--- src/design/imf_pkg.sv ---
package imf_pkg;

	localparam int PIX_W     = 16;
	localparam int CFG_W     = 16;
	localparam int CFG_IDX_W = 2;

	localparam logic [CFG_IDX_W-1:0] CFG_WIDTH  = 2'd0;
	localparam logic [CFG_IDX_W-1:0] CFG_HEIGHT = 2'd1;
	localparam logic [CFG_IDX_W-1:0] CFG_RADIUS = 2'd2;

	localparam logic CMD_PIXEL = 1'b0;
	localparam logic CMD_DRAIN = 1'b1;

	typedef struct packed {
		logic start;
		logic ack;
	} sel_ctl_t;

	typedef struct packed {
		logic done;
	} sel_sts_t;

endpackage

--- src/design/imf_select.sv ---
module imf_select import imf_pkg::*; #(
	parameter int MAX_RADIUS = 3,
	parameter int PIXEL_BITS = 16,
	parameter int WW         = 11,
	parameter int RW         = 2,
	parameter int AW         = 13,
	parameter int DEPTH      = 6151
) (
	input  logic                  clk,
	input  logic                  arst_n,
	input  sel_ctl_t              ctl,
	output sel_sts_t              sts,
	input  logic [WW-1:0]         w,
	input  logic [15:0]           h,
	input  logic [RW-1:0]         r,
	input  logic [15:0]           orow,
	input  logic [WW-1:0]         ocol,
	input  logic [AW-1:0]         optr,
	output logic [AW-1:0]         rd_addr,
	input  logic [PIXEL_BITS-1:0] rd_data,
	output logic [PIXEL_BITS-1:0] result
);

	localparam int SIDE = 2 * MAX_RADIUS + 1;
	localparam int SW   = $clog2(SIDE);
	localparam int NMAX = SIDE * SIDE;
	localparam int NW   = $clog2(NMAX + 1);
	localparam int BW   = (PIXEL_BITS > 1) ? $clog2(PIXEL_BITS) : 1;
	localparam int SGW  = ((WW > 16) ? WW : 16) + 2;
	localparam int AGW  = AW + 2;

	localparam logic [2:0] S_IDLE   = 3'd0;
	localparam logic [2:0] S_SCAN   = 3'd1;
	localparam logic [2:0] S_FLUSH  = 3'd2;
	localparam logic [2:0] S_DECIDE = 3'd3;
	localparam logic [2:0] S_HOLD   = 3'd4;

	logic [2:0]            state_q;
	logic [SW-1:0]         dr_q, dc_q;
	logic [NW-1:0]         k_q, k_hi_q, cnt0_q;
	logic [PIXEL_BITS-1:0] prefix_q, first_q, result_q;
	logic [BW-1:0]         bit_q;
	logic                  two_q, phase_q, vld_s1;

	logic [SW-1:0]         last_idx;
	logic signed [SGW-1:0] dr_off, dc_off, row_s, col_s, h_s, w_s;
	logic signed [AGW-1:0] dr_a, dc_a, w_a, sum_a, dep_a, addr_a;
	logic                  in_img;
	logic [16:0]           lo_r, hi_r, lo_c, hi_c;
	logic [NW-1:0]         rows_n, cols_n, n_win;
	logic [PIXEL_BITS-1:0] hi_mask, bit_mask, new_pref;
	logic                  take_one;
	logic [NW-1:0]         k_new;
	logic [PIXEL_BITS:0]   avg_sum;

	assign last_idx = SW'({r, 1'b0});

	always_comb begin
		dr_off = SGW'(dr_q) - SGW'(r);
		dc_off = SGW'(dc_q) - SGW'(r);
		row_s  = SGW'(orow) + dr_off;
		col_s  = SGW'(ocol) + dc_off;
		h_s    = SGW'(h);
		w_s    = SGW'(w);
		in_img = !row_s[SGW-1] && (row_s < h_s) && !col_s[SGW-1] && (col_s < w_s);
		dr_a   = AGW'(dr_off);
		dc_a   = AGW'(dc_off);
		w_a    = AGW'(w);
		dep_a  = AGW'(DEPTH);
		sum_a  = AGW'(optr) + dr_a * w_a + dc_a;
		if (sum_a < 0) begin
			addr_a = sum_a + dep_a;
		end else if (sum_a >= dep_a) begin
			addr_a = sum_a - dep_a;
		end else begin
			addr_a = sum_a;
		end
		rd_addr = AW'(addr_a);
	end

	always_comb begin
		lo_r   = (orow >= 16'(r)) ? 17'(orow) - 17'(r) : 17'd0;
		hi_r   = (17'(orow) + 17'(r) >= 17'(h) - 17'd1) ? 17'(h) - 17'd1 : 17'(orow) + 17'(r);
		lo_c   = (17'(ocol) >= 17'(r)) ? 17'(ocol) - 17'(r) : 17'd0;
		hi_c   = (17'(ocol) + 17'(r) >= 17'(w) - 17'd1) ? 17'(w) - 17'd1 : 17'(ocol) + 17'(r);
		rows_n = NW'(hi_r - lo_r + 17'd1);
		cols_n = NW'(hi_c - lo_c + 17'd1);
		n_win  = NW'(rows_n * cols_n);
	end

	always_comb begin
		hi_mask  = ({PIXEL_BITS{1'b1}} << bit_q) << 1;
		bit_mask = PIXEL_BITS'(1) << bit_q;
		take_one = (k_q >= cnt0_q);
		new_pref = take_one ? (prefix_q | bit_mask) : prefix_q;
		k_new    = take_one ? (k_q - cnt0_q) : k_q;
		avg_sum  = {1'b0, first_q} + {1'b0, new_pref};
	end

	always_ff @(posedge clk or negedge arst_n) begin
		if (!arst_n) begin
			state_q <= S_IDLE;
			vld_s1  <= 1'b0;
		end else begin
			vld_s1 <= (state_q == S_SCAN) && in_img;
			case (state_q)
				S_IDLE: begin
					if (ctl.start) begin
						state_q <= S_SCAN;
					end
				end
				S_SCAN: begin
					if (dc_q == last_idx && dr_q == last_idx) begin
						state_q <= S_FLUSH;
					end
				end
				S_FLUSH: begin
					state_q <= S_DECIDE;
				end
				S_DECIDE: begin
					if (bit_q == '0 && !(two_q && !phase_q)) begin
						state_q <= S_HOLD;
					end else begin
						state_q <= S_SCAN;
					end
				end
				S_HOLD: begin
					if (ctl.ack) begin
						state_q <= S_IDLE;
					end
				end
				default: begin
					state_q <= S_IDLE;
				end
			endcase
		end
	end

	always_ff @(posedge clk) begin
		if (vld_s1 && (((rd_data ^ prefix_q) & hi_mask) == '0) && !rd_data[bit_q]) begin
			cnt0_q <= cnt0_q + NW'(1);
		end
		case (state_q)
			S_IDLE: begin
				k_q      <= NW'((n_win - NW'(1)) >> 1);
				k_hi_q   <= n_win >> 1;
				two_q    <= !n_win[0];
				phase_q  <= 1'b0;
				prefix_q <= '0;
				bit_q    <= BW'(PIXEL_BITS - 1);
				cnt0_q   <= '0;
				dr_q     <= '0;
				dc_q     <= '0;
			end
			S_SCAN: begin
				if (dc_q == last_idx) begin
					dc_q <= '0;
					dr_q <= (dr_q == last_idx) ? '0 : dr_q + SW'(1);
				end else begin
					dc_q <= dc_q + SW'(1);
				end
			end
			S_DECIDE: begin
				cnt0_q <= '0;
				if (bit_q == '0) begin
					if (two_q && !phase_q) begin
						first_q  <= new_pref;
						phase_q  <= 1'b1;
						k_q      <= k_hi_q;
						prefix_q <= '0;
						bit_q    <= BW'(PIXEL_BITS - 1);
					end else begin
						result_q <= phase_q ? PIXEL_BITS'(avg_sum >> 1) : new_pref;
					end
				end else begin
					prefix_q <= new_pref;
					k_q      <= k_new;
					bit_q    <= bit_q - BW'(1);
				end
			end
			default: begin
			end
		endcase
	end

	assign sts.done = (state_q == S_HOLD);
	assign result   = result_q;

endmodule

--- config.mk ---
export PLATFORM = sky130hd
export DESIGN_NAME = imf_select
export DESIGN_NICKNAME = d
export VERILOG_FILES = /design/src/design/imf_pkg.sv /design/src/design/imf_select.sv
export SDC_FILE = /design/constraint.sdc
export NUM_CORES = 1
export LEC_CHECK = 0
export ABC_AREA = 1
export BUFFER_PORTS_ARGS = -buffer_cell sky130_fd_sc_hd__buf_4
export CAP_MARGIN = 0
export CELL_PAD_IN_SITES_DETAIL_PLACEMENT = 1
export CELL_PAD_IN_SITES_GLOBAL_PLACEMENT = 2
export CORE_MARGIN = 1
export CORE_UTILIZATION = 30
export CTS_CLUSTER_DIAMETER = 60
export DETAILED_ROUTE_END_ITERATION = 6
export PLACE_DENSITY_LB_ADDON = 0.1
export SYNTH_ARGS = -nofsm -noshare
export SYNTH_HDL_FRONTEND = slang
export SYNTH_SLANG_ARGS = --single-unit
--- constraint.sdc ---
create_clock -name clk -period 9.1 [get_ports clk]
set_input_delay 0.91 -clock clk [delete_from_list [all_inputs] [get_ports clk]]
set_output_delay 0.91 -clock clk [all_outputs]
set_load 0.005 [all_outputs]
==> Word level (Yosys, flattened, before mapping) <==
Index checks and enable logic that the tools add are counted.
{ "word_totals": {"ff_bits": 81, "input_bits": 89, "output_inout_bits": 30, "elab_cells": 131} }
{ "op_classes": {"add_sub_neg": 25, "n_mul": 2, "n_lt_le_gt_ge": 10, "n_eq_ne": 14, "n_shift": 2, "muxes": 33, "bitwise": 4, "n_reduce_logical": 28} }
{ "op_table": {"columns": ["operator", "n"], "rows": [
  ["$mux W16", 4],
  ["$mux W6", 7],
  ["$pmux W16 S2", 1],
  ["$mux W13", 2],
  ["$mux W3", 7],
  ["$add A17 B4 Y18", 1],
  ["$add A6 B1 Y6 const B", 3],
  ["$lt A18 B17 Y1", 1],
  ["$sub A6 B6 Y6", 3],
  ["$add A16 B16 Y17", 1],
  ["$add A16 B2 Y17", 1],
  ["$ge A12 B17 Y1", 1],
  ["$ge A17 B17 Y1", 1],
  ["$sub A16 B1 Y17 const B", 1],
  ["$and A16 B16 Y16", 1],
  ["$ge A16 B2 Y1", 1],
  ["$logic_not A16 Y1", 1],
  ["$or A16 B16 Y16", 1],
  ["$shl A1 B4 Y16 const A", 1],
  ["$shl A16 B4 Y15 const A", 1],
  ["$xor A16 B16 Y16", 1],
  ["$add A13 B15 Y15", 1],
  ["$add A15 B15 Y15", 1],
  ["$ge A15 B14 Y1 const B", 1],
  ["41 further kinds", 74]
]} }

==> Logic depth before layout (Yosys ltp) <==
Gate-level depths: netlist (run 1).
{ "depth": {"depth_word": 8, "depth_mapped": 54, "ltp_nobuf": 53} }

==> Worst setup path after synthesis (run 1) <==
No wires, ideal clock.
{ "synth_path": {"path_kind": "in2reg", "start": "input r[1]", "end": "register k_q[4], data pin", "setup_time_ns": 0.257, "arrival_ns": 7.496, "required_ns": 8.843, "setup_slack_ns": 1.347, "cell_stages": 42, "n_path_buf": 1, "cell_sequence": "inv_1 > ha_1 > inv_1 > nand4_1 > nand2_1 > nand2_1 > nor3_1 > nand3_1 > nor2_1 > nand3_1 > nor2_1 > xor2_1 > ha_1 > nand2_1 > nor2_1 > inv_1 > nor2_1 > nand3b_1 > [6 not listed] > fa_1 > nand2_1 > and2_1 > nand2_1 > fa_1 > inv_1 > ha_1 > fa_1 > inv_1 > fa_1 > xor2_1 > inv_1 > nand3_1 > nand2_1 > nand2_1 > nand3_1 > nand3_1 > nand2_1"} }
{ "synth_via": {"elab_chain_len": 8, "word_cells_on_any_way": 19, "classes_between": "add/sub (9); mul (1); order compare (4); mux (5)"} }
{ "synth_lines": {"columns": ["item", "line_no", "rtl"], "rows": [
  ["start: declaration", "imf_select.sv:15", "input logic [RW-1:0] r,"],
  ["$add A16 B2 Y17 or $add A11 B2 Y12 (tied branches)", "imf_select.sv:83, imf_select.sv:85", null],
  ["$ge A17 B17 Y1 or $ge A12 B17 Y1 (tied branches)", "imf_select.sv:83, imf_select.sv:85", null],
  ["$mux W6, on equally long branches", "imf_select.sv:83, imf_select.sv:85", null],
  ["$sub A6 B6 Y6, on equally long branches", "imf_select.sv:86, imf_select.sv:87", null],
  ["$add A6 B1 Y6, on equally long branches", "imf_select.sv:86, imf_select.sv:87", null],
  ["$mul A6 B6 Y6 (*)", "imf_select.sv:88", "n_win = NW'(rows_n * cols_n);"],
  ["$sub A6 B1 Y6 (*)", "imf_select.sv:145", "k_q <= NW'((n_win - NW'(1)) >> 1);"],
  ["$pmux W6 S2 (*)", "imf_select.sv:143", "case (state_q)"],
  ["end signal: assignment", "imf_select.sv:145", null],
  ["end signal: assignment", "imf_select.sv:169", "k_q <= k_hi_q;"],
  ["end signal: assignment", "imf_select.sv:177", "k_q <= k_new;"],
  ["end: declaration", "imf_select.sv:40", "logic [NW-1:0] k_q, k_hi_q, cnt0_q;"]
]} }
Every way passes the cells marked *; elsewhere a longest branch is shown, timed or not.
A chain may end at the register's enable or synchronous reset.

==> Worst setup path in the final report (run 1) <==
{ "layout_path": {"start": "input h[0]", "end": "register k_q[4], data pin"} }
{ "layout_via": {"elab_chain_len": 8} }
{ "layout_lines": {"columns": ["item", "line_no", "rtl"], "rows": [
  ["start: declaration", "imf_select.sv:14", "input logic [15:0] h,"],
  ["$sub A16 B1 Y17 (*)", "imf_select.sv:83", "hi_r = (17'(orow) + 17'(r) >= 17'(h) - 17'd1) ? 17'(h) - 17'd1 : 17'(orow) + 17'(r);"],
  ["$ge A17 B17 Y1", "imf_select.sv:83", null],
  ["$mux W6 (*)", "imf_select.sv:83", null],
  ["$sub A6 B6 Y6 (*)", "imf_select.sv:86", "rows_n = NW'(hi_r - lo_r + 17'd1);"],
  ["$add A6 B1 Y6 (*)", "imf_select.sv:86", null],
  ["$mul A6 B6 Y6 (*)", "imf_select.sv:88", null],
  ["$sub A6 B1 Y6 (*)", "imf_select.sv:145", null],
  ["$pmux W6 S2 (*)", "imf_select.sv:143", null]
]} }
Marked as above.

==> results of run 1 <==
-- layer usage --
layer  wire length, um  GRT usage, %  up-vias
met5                 0             0        -
met4               504          3.60        0
met3               729          1.81       22
met2             20200          33.7      105
met1             18900          23.7     5736
li1                  -             -     6197
-- registers in the layout (all words and copies together) (netlist names) --
signal / count
bit_q: 4
cnt0_q: 6
dc_q: 3
dr_q: 3
first_q: 16
k_hi_q: 5
k_q: 6
phase_q: 1
prefix_q: 16
result: 16
state_q: 3
two_q: 1
vld_s1: 1
-- kinds of logic (layout without fill, tap and decap cells) --
| family | after synthesis | after routing | synth area share [%] |
|---|---|---|---|
| compound gates | 246 | 246 | 10.8 |
| fa+ha+maj | 249 | 249 | 27.1 |
| buf+inv | 368 | 485 | 10.7 |
| xor+xnor | 111 | 111 | 7.92 |
| flops | 81 | 81 | 17.8 |
| simple gates | 788 | 788 | 25.7 |
-- worst register-to-register path, delay by kind of cell, from the launching register on --
family          cells  cell delay [ns]
simple gates        9             1.51
fa+ha+maj           4             1.25
compound gates      8             1.81
buf+inv             2             0.31
xor+xnor            1             0.18
flops               1             0.41
-- cells in the final DEF (no fill, tap or decap), drive strengths merged, types with 7 or more instances in the layout --
master,n
o211ai,10
a21oi,106
edfxtp,71
fa,62
nand3,113
nor2,180
o21ai,66
ha,187
nand4,27
clkinv,7
or2,10
buf,123
xnor2,24
a31oi,19
inv,341
nand2,413
clkbuf,13
nor3,35
a21o,7
xor2,87
-- stage by stage --
step                      instances  hold slack, ns  utilization (%)  area [um2]  worst slack (ns)
after floorplan                1843           0.465                -       13200              1.35
after global placement         2529           0.488             34.1       14800             0.699
after detailed placement       2529           0.498             34.1       14800             0.437
after CTS                      2545           0.331             34.8       15100             0.802
after global routing           2545           0.342             34.8       15100            0.0482
final                          2545           0.351             34.8       15100             0.818
-- cell type report --
class / count / area [um2]
clock buffers: 13 / 250
repair buffers: 123 / 923
multi-input cells: 1394 / 9460
clock inverters: 3 / 43.8
fillers: 5403 / 28200
well taps: 585 / 732
flip-flops and latches: 81 / 2350
inverters: 346 / 1300
-- worst max-delay path by stage --
stage / from / end / slack [ns] / depth (start not counted)
global placement: h[0] / k_q[4] / 0.70 / 40
detailed placement: h[0] / k_q[4] / 0.44 / 41
global route: h[0] / k_q[4] / 0.05 / 41
CTS: h[0] / k_q[4] / 0.80 / 41
floorplan: r[1] / k_q[4] / 1.35 / 42
finish: h[0] / k_q[4] / 0.82 / 41
==> results.ini, run 1 <==
[setup_path]
r2r_slack_ns = 3.49
start_kind = input pin
crit_path_max_incr_delay_ns = 0.54
timing.rr.start = dr_q[0]
required_ns = 9.21
path_class = in -> reg
rr_endpoint = vld_s1
critPathMaxFanout = 12
cp_num_buf_inv = 8
cp_data_arrival_time_ns = 8.39
critPathCaptureType = register
slowest_stage = fa_1
cpLargestDelayFamily = simple AND/OR/NAND/NOR gates
worstRegToRegCells = 24

[run_status]
status = completed

[die]
die_w_um = 212
dieArea_mm2 = 0.0449
fp.dieH_um = 212
pin_count = 119
num_rows = 76
core_mm2 = 0.0433
start_util_pct = 30.6

[global_route]
grt_pass1_wl_um = 65900
grt_use_total_pct = 18.6
grt_overflow_total = 0
grt_pass1_vias = 12672
antenna_found_initial = 0
grt_max_degree = 26

[routing]
avgViaCountPerCell = 4.74
antenna_left = 0
drc_errors = 0
routed_wl_um = 40300
drt_iter0_drc = 371
wl_per_cell_um = 15.8
dr_total_vias = 12060
firstDrtPassIters = 4

[logic_synthesis]
ys.flop_type = edfxtp_1
synthTopCellsByCount = nand2_1 (403), inv_1 (334), ha_1 (187)
synth_top_area_share_pct = 17.7
synth_top_cells_by_area = ha_1 (18%), edfxtp_1 (16%), nand2_1 (11%), inv_1 (9.5%), fa_1 (9.4%)
synth.most_common_cell = nand2_1
synthCells = 1843
synth.distinct_cells = 60
synth_enable_flop_cells = 71
synth_warnings = 0
ys_seq_elements = 81
syn-num-nets = 2181
syn_area_mm2 = 0.0132
async_flop_share_pct = 4.94
yosysTopAreaCell = ha_1
synth_area_per_cell_um2 = 7.17
ys_seq_area_share_pct = 17.8

[final_layout]
syn_to_final_growth_pct = 13.9
layout.nets = 2293
drive_gt1_share_pct = 10.0
antenna_cells = 0

[clock_network]
post_cts_buffers = 0
cts_made_buffers = 9
cts_sinks = 81
clock_path_buffers = 2
clk_pin_slew_ns = 0.06
cts_root_buf = clkbuf_16
htreeDepth = 3
ctsResizeCount = 0
cts_hold_buf = 0
cts_tree = done
clk_latency_ns = 0.35

[sta]
period_share_pct = 91.0
min_period_ns = 8.28
worst_pin_slew_ns = 1.13
maxSlewViolCount = 0
final.setup_skew_ns = 0.0104
fin_tns_setup_ns = 0
hold_viol_final = 0
max_freq_ghz = 0.121
setup_violations = 0
slew_headroom_pct = 24.6
rsz0062_at_grt = no

[placed_design]
dp.final_hpwl_um = 34800
place.port_buffers = 118
gp_congestion = 0.802

[min_path]
hold_path.class = in -> async

[run]
cap_viol_max_count = 0

Power of run 1 is left out: the tool's default activity adds up to more than one toggle a clock period on the data nets, which glitch-free logic cannot reach.
==> run 2, diff against run 1 <==
- CORE_UTILIZATION: 30 -> 39
- PLACE_DENSITY: not set -> 0.95
- PLACE_DENSITY_LB_ADDON: 0.1 -> not set
- clock period: 9.1 -> 10.2 ns (I/O delays scaled with it)
==> run 2 against run 1 <==
Net effect: global-route usage increased by 4.4 points; routed wire length decreased by 5.2%; highest routed layer unchanged; utilization grew 9.7 points; final cell count fell by 5.5%.
==> results.ini, run 2 (same netlist as run 1, synthesis figures left out) <==
[sta]
min_period_ns = 8.50
worst_pin_slew_ns = 1.10  ; -0.0251 ns
setup_violations = 0  ; unchanged
fin_tns_setup_ns = 0  ; unchanged
hold_viol_final = 0  ; unchanged
maxSlewViolCount = 0  ; unchanged
rsz0062_at_grt = no
final.setup_skew_ns = 0.00919  ; -0.00120 ns
max_freq_ghz = 0.118
period_share_pct = 83.4
slew_headroom_pct = 26.3  ; +1.7 points

[setup_path]
start_kind = input pin
cp_num_buf_inv = 8  ; unchanged
path_class = in -> reg
critPathMaxFanout = 12  ; unchanged
slowest_stage = fa_1
crit_top_cell = nand2_1
critPathCaptureType = register
cp.depth = 42  ; +2.4%
required_ns = 10.30  ; +1.09 ns
cpLargestDelayFamily = adder cells
cp_data_arrival_time_ns = 8.61  ; +0.22 ns
worstRegToRegCells = 24  ; unchanged
crit_path_max_incr_delay_ns = 0.53  ; about the same

[clock_network]
cts_made_buffers = 9  ; unchanged
ctsResizeCount = 0  ; unchanged
post_cts_buffers = 0  ; unchanged
clk_latency_ns = 0.35  ; about the same
clk_pin_slew_ns = 0.07  ; about the same
cts_hold_buf = 0  ; unchanged
cts_root_buf = clkbuf_16
cts_sinks = 81  ; unchanged
cts_tree = done
htreeDepth = 3  ; unchanged
clock_path_buffers = 2  ; unchanged

[routing]
dr_total_vias = 12290  ; +1.9%
drt_iter0_drc = 454  ; +22%
drc_errors = 0  ; unchanged
antenna_left = 0  ; unchanged
firstDrtPassIters = 4  ; unchanged
routed_wl_um = 38200  ; -5.2%
wl_per_cell_um = 15.9  ; +0.27%
avgViaCountPerCell = 5.11  ; +7.8%

[placed_design]
gp_congestion = 0.883  ; +10%
dp.final_hpwl_um = 32800  ; -5.7%
post_dp_cell_area_mm2 = 0.0146  ; -1.3%
place.port_buffers = 118  ; unchanged

[global_route]
grt_pass1_vias = 12977  ; +2.4%
antenna_found_initial = 0  ; unchanged
grt_max_degree = 26  ; unchanged
grt_pass1_wl_um = 63700  ; -3.4%
grt_overflow_total = 0  ; unchanged
grt_use_total_pct = 23.0  ; +4.4 points

[die]
die_w_um = 186  ; -12%
pin_count = 119  ; unchanged
fp.dieH_um = 186  ; -12%
num_rows = 67  ; -12%
start_util_pct = 39.5  ; +9.0 points
dieArea_mm2 = 0.0346  ; -23%
core_mm2 = 0.0334  ; -23%

[run_status]
status = completed

[min_path]
hold_path.class = in -> async

[final_layout]
layout.nets = 2290  ; -0.13%
final_cell_mix = nand2_1 (403), inv_1 (334), ha_1 (187), nor2_1 (173), buf_4 (120)
drive_gt1_share_pct = 9.96  ; -0.036 points
final_area_mm2 = 0.0149  ; -1.2%
antenna_cells = 0  ; unchanged
layout_commonest_cell = nand2_1
syn_to_final_growth_pct = 12.5

[run]
cap_viol_max_count = 0  ; unchanged

run 2: path summary, 6_finish.rpt:
check	startpoint	to	slack [ns]
setup / recovery	r[1]	k_q[4]	1.70
hold / removal	arst_n	state_q[2]	0.46
setup reg to reg	dr_q[0]	vld_s1	4.68
hold reg to reg	cnt0_q[3]	cnt0_q[3]	0.51
max in group asynchronous	arst_n	vld_s1	9.62
min in group clk	cnt0_q[3]	cnt0_q[3]	0.51
run 2: per-layer routing:
layer  GRT usage (%)  up-vias  share of wire [%]
met5               0        -                  0
met4            4.20        0                1.2
met3            2.07       35                2.7
met2            44.0      174                 52
met1            27.8     5889                 44
li1                -     6192                  -
run 2: final cells by class:
class,instances,area [um2]
Multi-Input combinational cell,1394,9460
Clock inverter,7,76.3
Timing Repair Buffer,120,901
Tap cell,448,561
Clock buffer,9,225
Sequential cell,81,2350
Inverter,346,1300
Fill cell,4288,18600
run 2: stage by stage:
| stage | util [%] | hold slack, ns | std cells | setup WS (ns) |
|---|---|---|---|---|
| 2_1_floorplan | - | 0.465 | 1843 | 2.28 |
| 3_3_place_gp | 43.6 | 0.487 | 2389 | 1.66 |
| 3_5_place_dp | 43.6 | 0.502 | 2389 | 1.36 |
| 4_1_cts | 44.5 | 0.458 | 2405 | 1.71 |
| 5_1_grt | 44.5 | 0.457 | 2405 | 1.09 |
| 6_report | 44.5 | 0.464 | 2405 | 1.70 |
Power of run 2 is left out for the same reason.
==> run 3, diff against run 2 <==
- CORE_UTILIZATION: 39 -> 36
- PLACE_DENSITY: 0.95 -> 0.89
- clock period: 10.2 -> 8.48 ns (I/O delays scaled with it)
==> run 3 against run 2 <==
Net effect: global-route usage decreased by 1.7 points; sequential cell count unchanged; first-iteration DRC count decreased by 8.6%; clock skew increased by 0.0038 ns; register-to-register slack got worse by 1.6 ns.
==> results.ini, run 3 (same netlist as run 1, synthesis figures left out) <==
[run_status]
status = completed

[global_route]
grt_max_degree = 26  ; unchanged
grt_pass1_vias = 13130  ; +1.2%
grt_use_total_pct = 21.3  ; -1.7 points
antenna_found_initial = 0  ; unchanged
grt_overflow_total = 0  ; unchanged
grt_pass1_wl_um = 65400  ; +2.7%

[sta]
min_period_ns = 7.92
hold_viol_final = 0  ; unchanged
slew_headroom_pct = 24.0  ; -2.3 points
setup_violations = 0  ; unchanged
max_freq_ghz = 0.126
period_share_pct = 93.4
worst_pin_slew_ns = 1.14  ; +0.0343 ns
final.setup_skew_ns = 0.0130  ; +0.00383 ns
maxSlewViolCount = 0  ; unchanged

[die]
start_util_pct = 36.9  ; -2.6 points
pin_count = 119  ; unchanged
dieArea_mm2 = 0.0375  ; +8.2%
fp.dieH_um = 194  ; +4.0%
num_rows = 69  ; +3.0%
core_mm2 = 0.0358  ; +7.1%
die_w_um = 194  ; +4.0%

[final_layout]
final_area_mm2 = 0.0150  ; +0.71%
layout.nets = 2298  ; +0.35%
final_cell_mix = nand2_1 (403), inv_1 (334), ha_1 (187), nor2_1 (172), buf_4 (128)
drive_gt1_share_pct = 10.6  ; +0.67 points
antenna_cells = 0  ; unchanged
layout_commonest_cell = nand2_1
syn_to_final_growth_pct = 13.3

[routing]
wl_per_cell_um = 16.0  ; +0.83%
drt_iter0_drc = 415  ; -8.6%
routed_wl_um = 38900  ; +1.7%
firstDrtPassIters = 5  ; +1
antenna_left = 0  ; unchanged
dr_total_vias = 12337  ; +0.38%
drc_errors = 0  ; unchanged
avgViaCountPerCell = 5.09  ; -0.49%

[setup_path]
required_ns = 7.63  ; -2.67 ns
cp_data_arrival_time_ns = 7.07  ; -1.54 ns
start_kind = input pin
crit_path_max_incr_delay_ns = 0.55  ; +0.02 ns
path_class = in -> out
slowest_stage = fa_1
crit_top_cell = fa_1
critPathCaptureType = primary output
critPathMaxFanout = 12  ; unchanged

[min_path]
hold_path.class = in -> async

[clock_network]
clk_latency_ns = 0.35  ; about the same
clock_path_buffers = 2  ; unchanged
cts_tree = done
cts_root_buf = clkbuf_16
cts_made_buffers = 9  ; unchanged
clk_pin_slew_ns = 0.06  ; about the same
htreeDepth = 3  ; unchanged
cts_sinks = 81  ; unchanged
post_cts_buffers = 0  ; unchanged

[run]
cap_viol_max_count = 0  ; unchanged

[placed_design]
gp_congestion = 0.885  ; +0.19%
dp.final_hpwl_um = 33000  ; +0.68%
place.port_buffers = 118  ; unchanged
post_dp_cell_area_mm2 = 0.0147  ; +0.52%

[run 3: cell types whose count changed in the layout (fill, tap and decap cells not counted), moves of 2 or more]
cell    previous run  this run
nor3_2             1         6
inv_6              3         1
nor3_1            34        29
buf_4            120       128
[run 3: metrics by stage]
stage          hold slack, ns  setup WS (ns)  std cells  setup TNS (ns)  util (%)
5_1_grt                 0.286        -0.0340       2426         -0.0340      41.8
2_1_floorplan           0.465          0.789       1843               0         -
3_5_place_dp            0.507          0.101       2410               0      40.9
3_3_place_gp            0.486          0.318       2410               0      40.9
4_1_cts                 0.286          0.449       2426               0      41.7
6_report                0.293          0.560       2426               0      41.8
[run 3: worst max-delay path, delay by kind of cell]
kind / cells / cell delay (ns)
and+or+nand+nor: 13 / 1.72
adders and majority gates: 8 / 3.30
xor gates and xnor gates: 1 / 0.28
AOI/OAI and AO/OA: 3 / 0.37
buffers and inverters: 6 / 0.54
[run 3: worst paths after layout]
kind	slack (ns)	to	startpoint	depth (start not counted)
hold / removal	0.29	state_q[2]	arst_n	1
setup / recovery	0.56	rd_addr[7]	r[0]	31
max in group asynchronous	8.07	vld_s1	arst_n	1
hold reg to reg	0.51	cnt0_q[5]	cnt0_q[5]	2
min in group clk	0.51	cnt0_q[5]	cnt0_q[5]	2
setup reg to reg	3.09	vld_s1	dr_q[0]	25
[run 3: layout make-up]
type | instances | area, um2
Timing Repair Buffer | 128 | 961
Fill cell | 4633 | 20800
Inverter | 346 | 1300
Sequential cell | 81 | 2350
Tap cell | 461 | 577
Clock buffer | 9 | 225
Multi-Input combinational cell | 1394 | 9490
Clock inverter | 7 | 78.8
[run 3: per-layer routing]
metal	GRT usage [%]	routed length (um)	vias to the layer above
li1	-	-	6201
met1	26.9	17800	5936
met2	39.5	19600	168
met3	1.77	987	32
met4	3.94	514	0
met5	0	0	-
[run 3: timing repair]
item                                    4_1_cts  5_1_grt
hold buffers                                  0        0
endpoints found under the setup margin        0        1
resized for setup                             0        6
Power of run 3 is left out for the same reason.
